## src/hw/rtl/tts_pkg.sv

```systemverilog
// Package for the TFTP transfer sequencer: beat layouts, event and action
// codes, packet opcodes, configuration indexes and reset values.
// No dependencies.
`default_nettype none

package tts_pkg;

  typedef enum logic [1:0] {
    OP_PACKET  = 2'd0,
    OP_TIMEOUT = 2'd1,
    OP_START   = 2'd2,
    OP_UNUSED  = 2'd3
  } op_e;

  typedef enum logic [1:0] {
    ACT_NONE      = 2'd0,
    ACT_SEND_ACK  = 2'd1,
    ACT_SEND_DATA = 2'd2,
    ACT_RESEND    = 2'd3
  } action_e;

  typedef enum logic [1:0] {
    ERR_NONE       = 2'd0,
    ERR_PEER       = 2'd1,
    ERR_UNEXPECTED = 2'd2,
    ERR_RSVD       = 2'd3
  } err_e;

  typedef enum logic [1:0] {
    CFG_DIRECTION   = 2'd0,
    CFG_BLOCK_SIZE  = 2'd1,
    CFG_FILE_SIZE   = 2'd2,
    CFG_MAIN_CLIENT = 2'd3
  } cfg_idx_e;

  localparam logic [15:0] OPC_DATA  = 16'd3;
  localparam logic [15:0] OPC_ACK   = 16'd4;
  localparam logic [15:0] OPC_ERROR = 16'd5;
  localparam logic [15:0] OPC_OACK  = 16'd6;

  localparam logic [15:0] BlockSizeMin   = 16'd8;
  localparam logic [15:0] BlockSizeReset = 16'd512;

  localparam int unsigned CfgDataW = 32;
  localparam int unsigned InDataW  = 48;
  localparam int unsigned OutDataW = 72;

  // Input beat payload, lowest field in the lowest bits.
  typedef struct packed {
    logic [15:0] payload_bytes;
    logic [15:0] packet_block;
    logic [15:0] packet_opcode;
  } in_beat_t;

  // Result beat payload, lowest field in the lowest bits, padded to 9 bytes.
  typedef struct packed {
    logic [1:0]  pad;
    err_e        error_code;
    logic        transfer_done;
    logic        accept_payload;
    logic [15:0] data_length;
    logic [31:0] data_offset;
    logic [15:0] out_block;
    action_e     action;
  } out_beat_t;

endpackage

`default_nettype wire

```

## src/hw/rtl/tftp_transfer_sequencer_top.sv

```systemverilog
// Lock-step TFTP client transfer sequencer, top level.
// A beat is captured in the input register and then in the result register.
// Throughput: one beat per cycle while the result stream takes beats; the
// 16x16 offset multiply sits between the input register and the result register and sets the cycle time.
// Reset: configuration returns to its defaults, the transfer state clears,
// and both pipeline registers empty.
// Depends on tts_pkg.
`default_nettype none

module tftp_transfer_sequencer_top (
  input  wire logic                          clk_i,
  input  wire logic                          rst_ni,
  // Configuration write port
  input  wire logic                          cfg_we_i,
  input  wire logic [1:0]                    cfg_idx_i,
  input  wire logic [tts_pkg::CfgDataW-1:0]  cfg_wdata_i,
  // Event stream
  input  wire logic                          s_axis_tvalid_i,
  output logic                               s_axis_tready_o,
  // tdata: packet_opcode[15:0], packet_block[31:16], payload_bytes[47:32]
  input  wire logic [tts_pkg::InDataW-1:0]   s_axis_tdata_i,
  // tuser: op[1:0]
  input  wire logic [1:0]                    s_axis_tuser_i,
  // Result stream
  output logic                               m_axis_tvalid_o,
  input  wire logic                          m_axis_tready_i,
  // tdata: action[1:0], out_block[17:2], data_offset[49:18], data_length[65:50],
  //        accept_payload[66], transfer_done[67], error_code[69:68], zero pad[71:70]
  output logic [tts_pkg::OutDataW-1:0]       m_axis_tdata_o
);
  import tts_pkg::*;

  // Configuration registers
  logic        cfg_direction_q;
  logic [15:0] cfg_block_size_q;
  logic [31:0] cfg_file_size_q;
  logic        cfg_main_client_q;

  // Transfer state
  logic [15:0] exp_block_q, exp_block_d;
  logic        finished_q, finished_d;
  logic        failed_q, failed_d;

  // Pipeline registers
  logic      in_valid_q;
  in_beat_t  in_q;
  op_e       in_op_q;
  logic      out_valid_q;
  out_beat_t out_q, out_d;

  logic        out_free;
  logic        in_fire;
  logic        step;
  logic [15:0] bs_eff;
  logic [31:0] product;
  logic [31:0] offset;
  logic [31:0] left;
  logic [16:0] next_blk;

  assign out_free        = !out_valid_q || m_axis_tready_i;
  assign s_axis_tready_o = !in_valid_q || out_free;
  assign in_fire         = s_axis_tvalid_i && s_axis_tready_o;
  assign step            = in_valid_q && out_free;

  assign m_axis_tvalid_o = out_valid_q;
  assign m_axis_tdata_o  = out_q;

  always_ff @(posedge clk_i or negedge rst_ni) begin
    if (!rst_ni) begin
      cfg_direction_q   <= 1'b0;
      cfg_block_size_q  <= BlockSizeReset;
      cfg_file_size_q   <= '0;
      cfg_main_client_q <= 1'b1;
    end else if (cfg_we_i) begin
      case (cfg_idx_e'(cfg_idx_i))
        CFG_DIRECTION:   cfg_direction_q   <= cfg_wdata_i[0];
        CFG_BLOCK_SIZE:  cfg_block_size_q  <= cfg_wdata_i[15:0];
        CFG_FILE_SIZE:   cfg_file_size_q   <= cfg_wdata_i;
        CFG_MAIN_CLIENT: cfg_main_client_q <= cfg_wdata_i[0];
        default: ;
      endcase
    end
  end

  always_ff @(posedge clk_i or negedge rst_ni) begin
    if (!rst_ni) begin
      in_valid_q  <= 1'b0;
      out_valid_q <= 1'b0;
      exp_block_q <= '0;
      finished_q  <= 1'b0;
      failed_q    <= 1'b0;
    end else begin
      if (s_axis_tready_o) begin
        in_valid_q <= s_axis_tvalid_i;
      end
      if (out_free) begin
        out_valid_q <= in_valid_q;
      end
      if (step) begin
        exp_block_q <= exp_block_d;
        finished_q  <= finished_d;
        failed_q    <= failed_d;
      end
    end
  end

  always_ff @(posedge clk_i) begin
    if (in_fire) begin
      in_q    <= in_beat_t'(s_axis_tdata_i);
      in_op_q <= op_e'(s_axis_tuser_i);
    end
    if (step) begin
      out_q <= out_d;
    end
  end

  // Write direction: the block after ACK n starts at n * block size, and the
  // transfer is over once that offset reaches the file size.
  assign bs_eff   = (cfg_block_size_q < BlockSizeMin) ? BlockSizeMin : cfg_block_size_q;
  assign product  = 32'(in_q.packet_block) * 32'(bs_eff);
  assign next_blk = (in_q.packet_opcode == OPC_ACK) ? ({1'b0, in_q.packet_block} + 17'd1)
                                                   : 17'd1;
  assign offset   = (in_q.packet_opcode == OPC_ACK) ? product : '0;
  assign left     = cfg_file_size_q - offset;

  always_comb begin
    out_d       = '0;
    exp_block_d = exp_block_q;
    finished_d  = finished_q;
    failed_d    = failed_q;
    if (in_op_q == OP_START) begin
      finished_d  = 1'b0;
      failed_d    = 1'b0;
      exp_block_d = cfg_direction_q ? 16'd0 : 16'd1;
    end else if (in_op_q == OP_UNUSED || finished_q || failed_q) begin
      out_d = '0;
    end else if (in_op_q == OP_TIMEOUT) begin
      out_d.action = ACT_RESEND;
    end else if (in_q.packet_opcode == OPC_ERROR) begin
      failed_d         = 1'b1;
      out_d.error_code = ERR_PEER;
    end else if (!cfg_direction_q) begin
      case (in_q.packet_opcode)
        OPC_OACK: begin
          out_d.action = ACT_SEND_ACK;
          exp_block_d  = 16'd1;
        end
        OPC_DATA: begin
          if (in_q.packet_block != exp_block_q) begin
            out_d.action = ACT_RESEND;
          end else begin
            out_d.accept_payload = 1'b1;
            if (cfg_main_client_q) begin
              out_d.action    = ACT_SEND_ACK;
              out_d.out_block = exp_block_q;
            end
            exp_block_d = exp_block_q + 16'd1;
            if (in_q.payload_bytes < bs_eff) begin
              finished_d          = 1'b1;
              out_d.transfer_done = 1'b1;
            end
          end
        end
        default: begin
          failed_d         = 1'b1;
          out_d.error_code = ERR_UNEXPECTED;
        end
      endcase
    end else if (in_q.packet_opcode == OPC_ACK || in_q.packet_opcode == OPC_OACK) begin
      exp_block_d = next_blk[15:0];
      if (offset >= cfg_file_size_q) begin
        finished_d          = 1'b1;
        out_d.transfer_done = 1'b1;
      end else begin
        out_d.action      = ACT_SEND_DATA;
        out_d.out_block   = next_blk[15:0];
        out_d.data_offset = offset;
        out_d.data_length = (left < 32'(bs_eff)) ? left[15:0] : bs_eff;
      end
    end else begin
      failed_d         = 1'b1;
      out_d.error_code = ERR_UNEXPECTED;
    end
  end

endmodule

`default_nettype wire

```

## config.mk

```make
export PLATFORM = sky130hd
export DESIGN_NAME = tftp_transfer_sequencer_top
export DESIGN_NICKNAME = d
export VERILOG_FILES = /design/src/hw/rtl/tts_pkg.sv /design/src/hw/rtl/tftp_transfer_sequencer_top.sv
export SDC_FILE = /design/constraint.sdc
export NUM_CORES = 1
export LEC_CHECK = 0
export ABC_AREA = 1
export BUFFER_PORTS_ARGS = -buffer_cell sky130_fd_sc_hd__buf_4
export CORE_MARGIN = 4
export CORE_UTILIZATION = 40
export CTS_BUF_LIST = sky130_fd_sc_hd__clkbuf_4
export DETAILED_ROUTE_END_ITERATION = 12
export GPL_ROUTABILITY_DRIVEN = 0
export PLACE_DENSITY_LB_ADDON = 0.25
export SETUP_SLACK_MARGIN = 0.5
export SLEW_MARGIN = 20
export SYNTH_ARGS = -nofsm -noshare
export SYNTH_HDL_FRONTEND = slang
export SYNTH_SLANG_ARGS = --single-unit
```

## constraint.sdc

```tcl
create_clock -name clk_i -period 11 [get_ports clk_i]
set_input_delay 0.55 -clock clk_i [delete_from_list [all_inputs] [get_ports clk_i]]
set_output_delay 0.55 -clock clk_i [all_outputs]
set_load 0.05 [all_outputs]
```

==> results.yml, run 1 <==
global_route:
  grt_pass1_wl_mm: 94.14
  grt_max_degree: 72
  track_usage: 0.2188
  antenna_found_initial: 2
  grt_overflow_total: 0
  grt_pass1_vias: 17880
timing:
  max_freq_ghz: 0.1038
  setup_viol: 0
  holdWs_ns: 0.06768
  maxSlewViolCount: 0
  fin_worst_skew_ns: 0.05174
  setup_tns_ns: 0
  post-route-min-period_ns: 9.633
  maxSlewHeadroom: 0.3164
  rsz0062_at_grt: "false"
  hold_viol: 0
  fin_crit_sh: 0.8757
  tightest_slew_ns: 1.025
critical_path:
  cp_slowest_stage_delay_ns: 0.65
  cp_max_fo: 26
  cp.required_ns: 11.55
  crit_type: "reg2reg"
  critPathCaptureType: "flop"
  cp_slowest_cell: "dfrtp_2"
  crit_arrival_ns: 10.18
  r2r_cells: 42
  path_common_cell: "nand2_1"
  cp-start-kind: "flop"
synth:
  synth_area_sq_mm: 0.02050
  synthArstFlopShare: 0.3684
  synthDistinctLibCells: 53
  syn_avg_cell_area_sq_um: 7.700
  yosys_warnings: 0
  synth_common_cells: "nand2_1, inv_1, nor2_1, fa_1, ha_1"
  ys_top_cells_by_area: "fa_1, edfxtp_1, nand2_1"
  synth_top_area_frac: 0.1904
  ys_seq_elements: 190
  ys_seq_area_frac: 0.2613
  yosys.area.top_type: "fa_1"
  synthCells: 2663
  synth-edff-count: 120
  synthFlopType: "edfxtp_1"
  synth_most_common_cell: "nand2_1"
route:
  drc: 0
  first_iter_violations: 1359
  wl_per_cell_um: 16.92
  ant_nets: 0
  vias: 17920
  routed_wl_mm: 59.86
  avgViaCountPerCell: 5.065
  drt_first_pass_iters: 6
cts:
  htree_levels: 4
  clk_latency_ns: 0.77
  cts_sinks: 190
  cts_buffer_depth: 2
  clockRootBuffer: "clkbuf_4"
  cts_tree: "built"
  post_cts_buffers: 0
  cts.clk_slew.worst_paths_ns: 0.21
  cts_buffers: 17
final_layout:
  nets: 3300
  layout-area-overhead-vs-synth_pct: 14.25
  drive_above_1_share: 0.1010
  fillCellCount: 4969
  final_area_sq_mm: 0.02343
  fin_cells: 3538
floorplan:
  fp.dieW_um: 234.4
  core_sq_mm: 0.05038
  io_pins: 163
  fp.dieH_um: 234.4
  initial_core_util: 0.4070
  std_cell_rows: 82
  dieArea_sq_mm: 0.05495
outcome:
  outcome: "finished, final reports clean"
placed_design:
  dpl.cell_count: 3428
  hpwlAfterDp_mm: 47.48
  place.port_buffers: 160
  dpl_cell_area_sq_mm: 0.02232
hold_path:
  timing.hold.worst.class: "in2reg"
  hold_path_depth: 3
power:
  p_leak_nw: 12.30
  cellPowerDensity_mw_per_mm2: 291.6
  ir_drop_v: 0.0002832
  p_total_w: 0.006830
job:
  cap_violations: 0
final timing paths:
kind | from | to | slack, ns
max | cfg_block_size_q[14] | m_axis_tdata_o[54] | 1.37
min | cfg_wdata_i[5] | cfg_block_size_q[5] | 0.07
max reg2reg | cfg_block_size_q[14] | m_axis_tdata_o[54] | 1.37
min reg2reg | cfg_file_size_q[6] | cfg_file_size_q[6] | 0.52
max in group asynchronous | rst_ni | cfg_block_size_q[14] | 9.66
min in group asynchronous | rst_ni | exp_block_q[10] | 0.15
stage by stage:
step / utilization / setup WS (ns)
after floorplan: - / 2.632
after global placement: 0.4431 / 1.187
after CTS: 0.4646 / 1.152
after global routing: 0.4649 / 0.5318
final: 0.4650 / 1.367
after detailed placement: 0.4431 / 1.152
layer usage:
layer	vias to the layer above	share of wire	global-route usage
met5	-	0	0
met4	0	0.028	0.07457
met3	116	0.062	0.03074
met2	633	0.49	0.3706
met1	8644	0.42	0.2898
li1	8527	-	-
registers in the layout (all words and copies together), names as in the netlist, 2 cells and up:
register          cells
m_axis_tdata_o       70
cfg_block_size_q     16
in_op_q               2
exp_block_q          16
in_q                 48
cfg_file_size_q      32
layout by cell type, fill, tap and decap left out, types with 24 or more instances in the layout:
cell type      count
xor2_1            24
fa_1             195
nor2_1           200
inv_1            568
dfrtp_1           63
ha_1             168
dlygate4sd3_1     73
nand3_1           74
edfxtp_1         120
nand4_1           37
a21oi_1           95
buf_4            179
nand2_1          747
o21ai_0           95
what timing repair did:
item / CTS / global route
resized for setup: 0 / 5
hold buffers: 73 / 0
endpoints found under the setup margin: 0 / 60
hold endpoints to repair: 83 / 0
power by group:
part           leakage, nW  internal [W]  switching, W
Combinational         10.1       0.00186       0.00353
Clock                0.182      0.000125      0.000335
Sequential            2.04      0.000861      0.000117
Total                 12.3       0.00285       0.00398
kinds of logic (layout without fill, tap and decap cells):
family / count (synthesis) / after routing / synth area share
buf+inv: 675 / 872 / 0.1265
fa+ha+maj: 363 / 363 / 0.2929
mux: 16 / 16 / 0.008787
other cells: 1 / 7 / 0.0001829
flops: 190 / 190 / 0.2613
simple gates: 1140 / 1140 / 0.2304
xor+xnor: 36 / 36 / 0.01538
compound gates: 242 / 242 / 0.06456
critical path: cells and delay by family, from the launching register on:
kind            cells  cell delay (ns)
simple gates       21             2.87
xor+xnor            1             0.22
compound gates      4             0.74
flops               1             0.65
fa+ha+maj           9             4.05
buf+inv             7             0.86
layout make-up:
type,count,area (sq um),area share
Antenna cell,5,12.51,0.0005341
Clock buffer,17,127.6,0.005448
Clock inverter,15,225.2,0.009614
Inverter,588,2208,0.09427
Multi-Input combinational cell,1799,12570,0.5367
Sequential cell,190,5364,0.2290
Tap cell,672,840.8,0.03589
Timing Repair Buffer,252,2074,0.08855
Note: power is estimated with default switching activity, not from simulation.
==> run 2: changes to the inputs <==
--- a/config.mk
+++ b/config.mk
@@ -7,6 +7,7 @@
 export LEC_CHECK = 0
 export ABC_AREA = 1
 export BUFFER_PORTS_ARGS = -buffer_cell sky130_fd_sc_hd__buf_4
+export CORE_ASPECT_RATIO = 1.25
 export CORE_MARGIN = 4
 export CORE_UTILIZATION = 40
 export CTS_BUF_LIST = sky130_fd_sc_hd__clkbuf_4
==> run 2 against run 1 <==
  * Flip-flop and latch count unchanged
  * Wire length up 0.48%
  * Core utilization down 0.68 points
  * Clock skew down 0.020 ns
  * Register-to-register slack worse by 0.18 ns
  * Clock-buffer cell count up 1
==> results.yml, run 2 (synthesis results as in run 1) <==
timing:
  maxSlewViolCount: 0
  setup_viol: 0
  post-route-min-period_ns: 9.815
  setup_tns_ns: 0
  setup_ws_ns: 1.185
  tightest_slew_ns: 1.004
  rsz0062_at_grt: "false"
  fin_worst_skew_ns: 0.03221
  fin_crit_sh: 0.8923
  maxSlewHeadroom: 0.3309
  max_freq_ghz: 0.1019
  holdWs_ns: 0.09722
  hold_viol: 0
placed_design:
  dpl.cell_count: 3413
  dp_slack_ns: 1.028
  place.port_buffers: 160
  hpwlAfterDp_mm: 48.42
route:
  drt_first_pass_iters: 8
  avgViaCountPerCell: 5.048
  wl_per_cell_um: 17.19
  vias: 17660
  drc: 0
  ant_nets: 0
  routed_wl_mm: 60.15
  first_iter_violations: 1379
final_layout:
  fillCellCount: 4975
  nets: 3279
  fin_cells: 3499
  multiInputGateArea_sq_mm: 0.01259
  layout-area-overhead-vs-synth_pct: 12.93
  layout_common_cells: "nand2_1, inv_1, nor2_1, fa_1, buf_4"
  drive_above_1_share: 0.1021
  seq_area_sq_mm: 0.005369
  final_common_cell: "nand2_1"
  largest_register_ff_count: 70
critical_path:
  reg2reg_from: "cfg_block_size_q[9]"
  critPathCaptureType: "flop"
  path_depth: 42
  cp.required_ns: 11.45
  crit_start: "cfg_block_size_q[9]"
  cp_top_family: "adder cells"
  path_common_cell: "nand2_1"
  cp-start-kind: "flop"
  crit_type: "reg2reg"
  cp_slowest_cell: "dfstp_4"
  cp_num_buf_inv: 6
  crit_path_end: "m_axis_tdata_o[62]"
  timing.rr.end: "m_axis_tdata_o[62]"
  crit_arrival_ns: 10.26
  r2r_cells: 42
  cp_slowest_stage_delay_ns: 0.81
  cp_max_fo: 26
  regToRegSetupSlack_ns: 1.18
global_route:
  grt_pass1_vias: 17920
  grt_max_degree: 61
  grt_overflow_total: 0
  grt_pass1_wl_mm: 94.47
  antenna_found_initial: 1
  track_usage: 0.2170
floorplan:
  io_pins: 163
  core_sq_mm: 0.05053
  fp.dieH_um: 261.1
  fp.dieW_um: 210.5
  initial_core_util: 0.4058
  dieArea_sq_mm: 0.05497
  std_cell_rows: 92
cts:
  htree_levels: 4
  cts_buffer_depth: 2
  clockRootBuffer: "clkbuf_4"
  cts_tree: "built"
  cts_buffers: 17
  cts_sinks: 190
  clk_latency_ns: 0.69
  cts.clk_slew.worst_paths_ns: 0.18
outcome:
  outcome: "finished, final reports clean"
power:
  ir_drop_v: 0.0003792
  cellPowerDensity_mw_per_mm2: 287.7
  p_leak_nw: 12.21
hold_path:
  hold_path_depth: 2
  timing.hold.worst.class: "in2reg"
job:
  cap_violations: 0
## run 2: cell types whose count changed in the layout (fill, tap and decap cells not counted), sizes merged, moves of 2 or more
cell / before / now
dlygate4sd3: 73 / 53
clkinv: 7 / 9
clkinvlp: 0 / 2
inv: 596 / 591
diode: 5 / 1
## run 2: worst register-to-register path, delay by kind of cell, from the launching register on
kind | cells | cell delay (ns)
buffers and inverters | 6 | 0.64
AND/OR/NAND/NOR | 22 | 2.89
XOR/XNOR | 1 | 0.33
flip-flops | 1 | 0.81
adder cells (fa/ha/maj) | 9 | 4.09
AO/OA/AOI/OAI | 4 | 0.81
## run 2: power breakdown
group | switching, W | leakage (nW) | internal [W]
Sequential | 0.000118 | 2.04 | 0.000861
Clock | 0.000293 | 0.153 | 0.000108
Combinational | 0.00343 | 10.0 | 0.00185
Total | 0.00384 | 12.2 | 0.00282
## run 2: repair_timing
action	4_1_cts	5_1_grt
hold endpoints to repair	62	0
gates resized for setup	0	9
buffers inserted	0	0
hold buffers	53	0
endpoints found under the setup margin	0	50
## run 2: routing by layer
layer  vias up  global-route usage  part of all wire  wire length, um
met1      8527              0.2685              0.40            23870
met5         -                   0           0.00020               12
met2       553              0.3928              0.52            31490
met3       102             0.02396             0.047             2802
li1       8479                   -                 -                -
met4         2             0.07746             0.033             1978
## run 2: area by class of cell
class | count | area share
well taps | 658 | 0.03555
clock buffers | 18 | 0.005836
clock inverters | 14 | 0.006916
repair buffers | 231 | 0.08062
multi-input cells | 1799 | 0.5437
diodes | 1 | 0.0001081
inverters | 588 | 0.09542
flip-flops and latches | 190 | 0.2319
## run 2: worst min path at each step
| stage | from | end |
|---|---|---|
| 6_report | cfg_wdata_i[17] | cfg_file_size_q[17] |
| 5_1_grt | cfg_wdata_i[21] | cfg_file_size_q[21] |
| 4_1_cts | cfg_wdata_i[17] | cfg_file_size_q[17] |
| 3_5_place_dp | rst_ni | exp_block_q[14] |
| 3_3_place_gp | rst_ni | exp_block_q[15] |
| 2_1_floorplan | rst_ni | cfg_block_size_q[0] |
## run 2: metrics by stage
stage | cell area [sq um] | power, W | utilization
floorplan | 20510 | 0.004780 | -
global placement | 22300 | 0.006155 | 0.4412
detailed placement | 22300 | 0.006205 | 0.4412
CTS | 23120 | 0.006682 | 0.4576
global route | 23160 | 0.007429 | 0.4582
finish | 23160 | 0.006662 | 0.4582
==> run 3: changes to the inputs <==
--- a/config.mk
+++ b/config.mk
@@ -7,7 +7,7 @@
 export LEC_CHECK = 0
 export ABC_AREA = 1
 export BUFFER_PORTS_ARGS = -buffer_cell sky130_fd_sc_hd__buf_4
-export CORE_ASPECT_RATIO = 1.25
+export CORE_ASPECT_RATIO = 0.75
 export CORE_MARGIN = 4
 export CORE_UTILIZATION = 40
 export CTS_BUF_LIST = sky130_fd_sc_hd__clkbuf_4
==> run 3 against run 2 <==
  * Core utilization is 0.34 points higher
  * Clock power is 12% higher
  * Via count is 0.93% higher
  * Wire length is 0.39% higher
  * Maximum frequency is 0.31% higher
  * Clock-buffer cell count is 1 lower
  * Global-route usage is 0.51 points higher
  * Final area is 0.58% higher
  * Non-clock buffer count is 9 higher
  * Critical path depth is 2 lower
==> results.yml, run 3 (synthesis results as in run 1) <==
global_route:
  grt_max_degree: 58
  grt_pass1_vias: 17560
  track_usage: 0.2221
  grtUsageMet3: 0.05023
  antenna_found_initial: 4
  use_met2: 0.3269
  grt_overflow_total: 0
  grt_pass1_wl_mm: 96.97
  grt_use_met1: 0.3328
  top_usage_layer: "met1"
timing:
  hold_viol: 0
  maxSlewHeadroom: 0.3005
  maxSlewViolCount: 0
  setup_viol: 0
  fin_worst_skew_ns: 0.02461
  fin_crit_sh: 0.8895
  max_freq_ghz: 0.1022
  tightest_slew_ns: 1.049
  setup_ws_ns: 1.215
  setup_tns_ns: 0
  rsz0062_at_grt: "false"
  post-route-min-period_ns: 9.785
cts:
  cts.clk_slew.worst_paths_ns: 0.17
  cts_buffer_depth: 2
  post_cts_buffers: 0
  cts_buffers: 17
  htree_levels: 4
  clk_latency_ns: 0.68
  clockRootBuffer: "clkbuf_4"
  cts_tree: "built"
  cts_sinks: 190
placed_design:
  dp_slack_ns: 0.8441
  hpwlAfterDp_mm: 48.05
  place.port_buffers: 160
critical_path:
  critPathCaptureType: "flop"
  r2r_cells: 40
  crit_arrival_ns: 10.25
  cp.required_ns: 11.46
  cp_max_fo: 21
  cp-start-kind: "flop"
  cp_slowest_cell: "dfrtp_4"
  cp_slowest_stage_delay_ns: 0.63
  crit_type: "reg2reg"
route:
  routed_wl_mm: 60.38
  wl_per_cell_um: 17.20
  first_iter_violations: 1813
  ant_nets: 0
  vias: 17830
  drt_first_pass_iters: 8
  drc: 0
  avgViaCountPerCell: 5.079
power:
  cellPowerDensity_mw_per_mm2: 288.7
  ir_drop_v: 0.0002916
  p_leak_nw: 12.22
floorplan:
  core_sq_mm: 0.05046
  fp.dieH_um: 204.1
  io_pins: 163
  std_cell_rows: 71
  fp.dieW_um: 269.4
  dieArea_sq_mm: 0.05498
  initial_core_util: 0.4064
final_layout:
  final_common_cell: "nand2_1"
  nets: 3288
  fillCellCount: 4980
  layout_common_cells: "nand2_1, inv_1, nor2_1, fa_1, buf_4"
  fin_util: 0.4616
  layout-area-overhead-vs-synth_pct: 13.59
  largest_register_ff_count: 70
  drive_above_1_share: 0.1032
hold_path:
  hold_path_depth: 2
  timing.hold.worst.class: "in2reg"
outcome:
  outcome: "finished, final reports clean"
job:
  cap_violations: 0
run 3: final timing paths:
path	endpoint	start	slack, ns
worst max-delay path	m_axis_tdata_o[32]	cfg_block_size_q[14]	1.22
worst min-delay path	cfg_file_size_q[16]	cfg_wdata_i[16]	0.11
worst max register to register	m_axis_tdata_o[32]	cfg_block_size_q[14]	1.22
worst min register to register	cfg_main_client_q	cfg_main_client_q	0.51
max in group asynchronous	cfg_block_size_q[14]	rst_ni	9.62
min in group asynchronous	cfg_file_size_q[21]	rst_ni	0.23
run 3: stage by stage:
stage	std cells	instance area, sq um	power, W	hold slack, ns
6_report	3510	23290	0.006725	0.1053
5_1_grt	3509	23290	0.007557	0.03563
3_5_place_dp	3413	22300	0.006185	0.4277
3_3_place_gp	3413	22300	0.006133	0.4236
4_1_cts	3505	23240	0.006704	0.003613
2_1_floorplan	2664	20510	0.004780	0.2544
run 3: final cells by class:
cell class | count | area (sq um) | area share
flip-flops and latches | 190 | 5364 | 0.2303
diodes | 5 | 12.51 | 0.0005372
inverters | 588 | 2220 | 0.09530
multi-input cells | 1799 | 12590 | 0.5405
well taps | 657 | 822.0 | 0.03529
clock buffers | 17 | 127.6 | 0.005479
clock inverters | 14 | 202.7 | 0.008703
repair buffers | 240 | 1954 | 0.08391
run 3: worst max-delay path: cells and delay by family, from the launching register on:
family / cells / cell delay (ns)
AO/OA/AOI/OAI: 4 / 0.92
buffers and inverters: 9 / 1.14
adder cells (fa/ha/maj): 8 / 3.75
flip-flops: 1 / 0.63
AND/OR/NAND/NOR: 19 / 3.09
run 3: metal layers:
layer / share of wire / up-vias
met2: 0.41 / 816
met3: 0.097 / 73
li1: - / 8504
met1: 0.47 / 8433
met5: 0.00022 / -
met4: 0.017 / 2
run 3: power by group:
part | total (W) | internal, W | switching, W
sequential | 0.000975 | 0.000861 | 0.000114
clock | 0.000449 | 0.000166 | 0.000282
combinational | 0.00530 | 0.00185 | 0.00345
total | 0.00673 | 0.00288 | 0.00384
run 3: what timing repair did:
item,CTS,global route
hold buffers,61,0
setup endpoints to repair,0,65
hold endpoints to repair,75,0
gates resized for setup,0,12
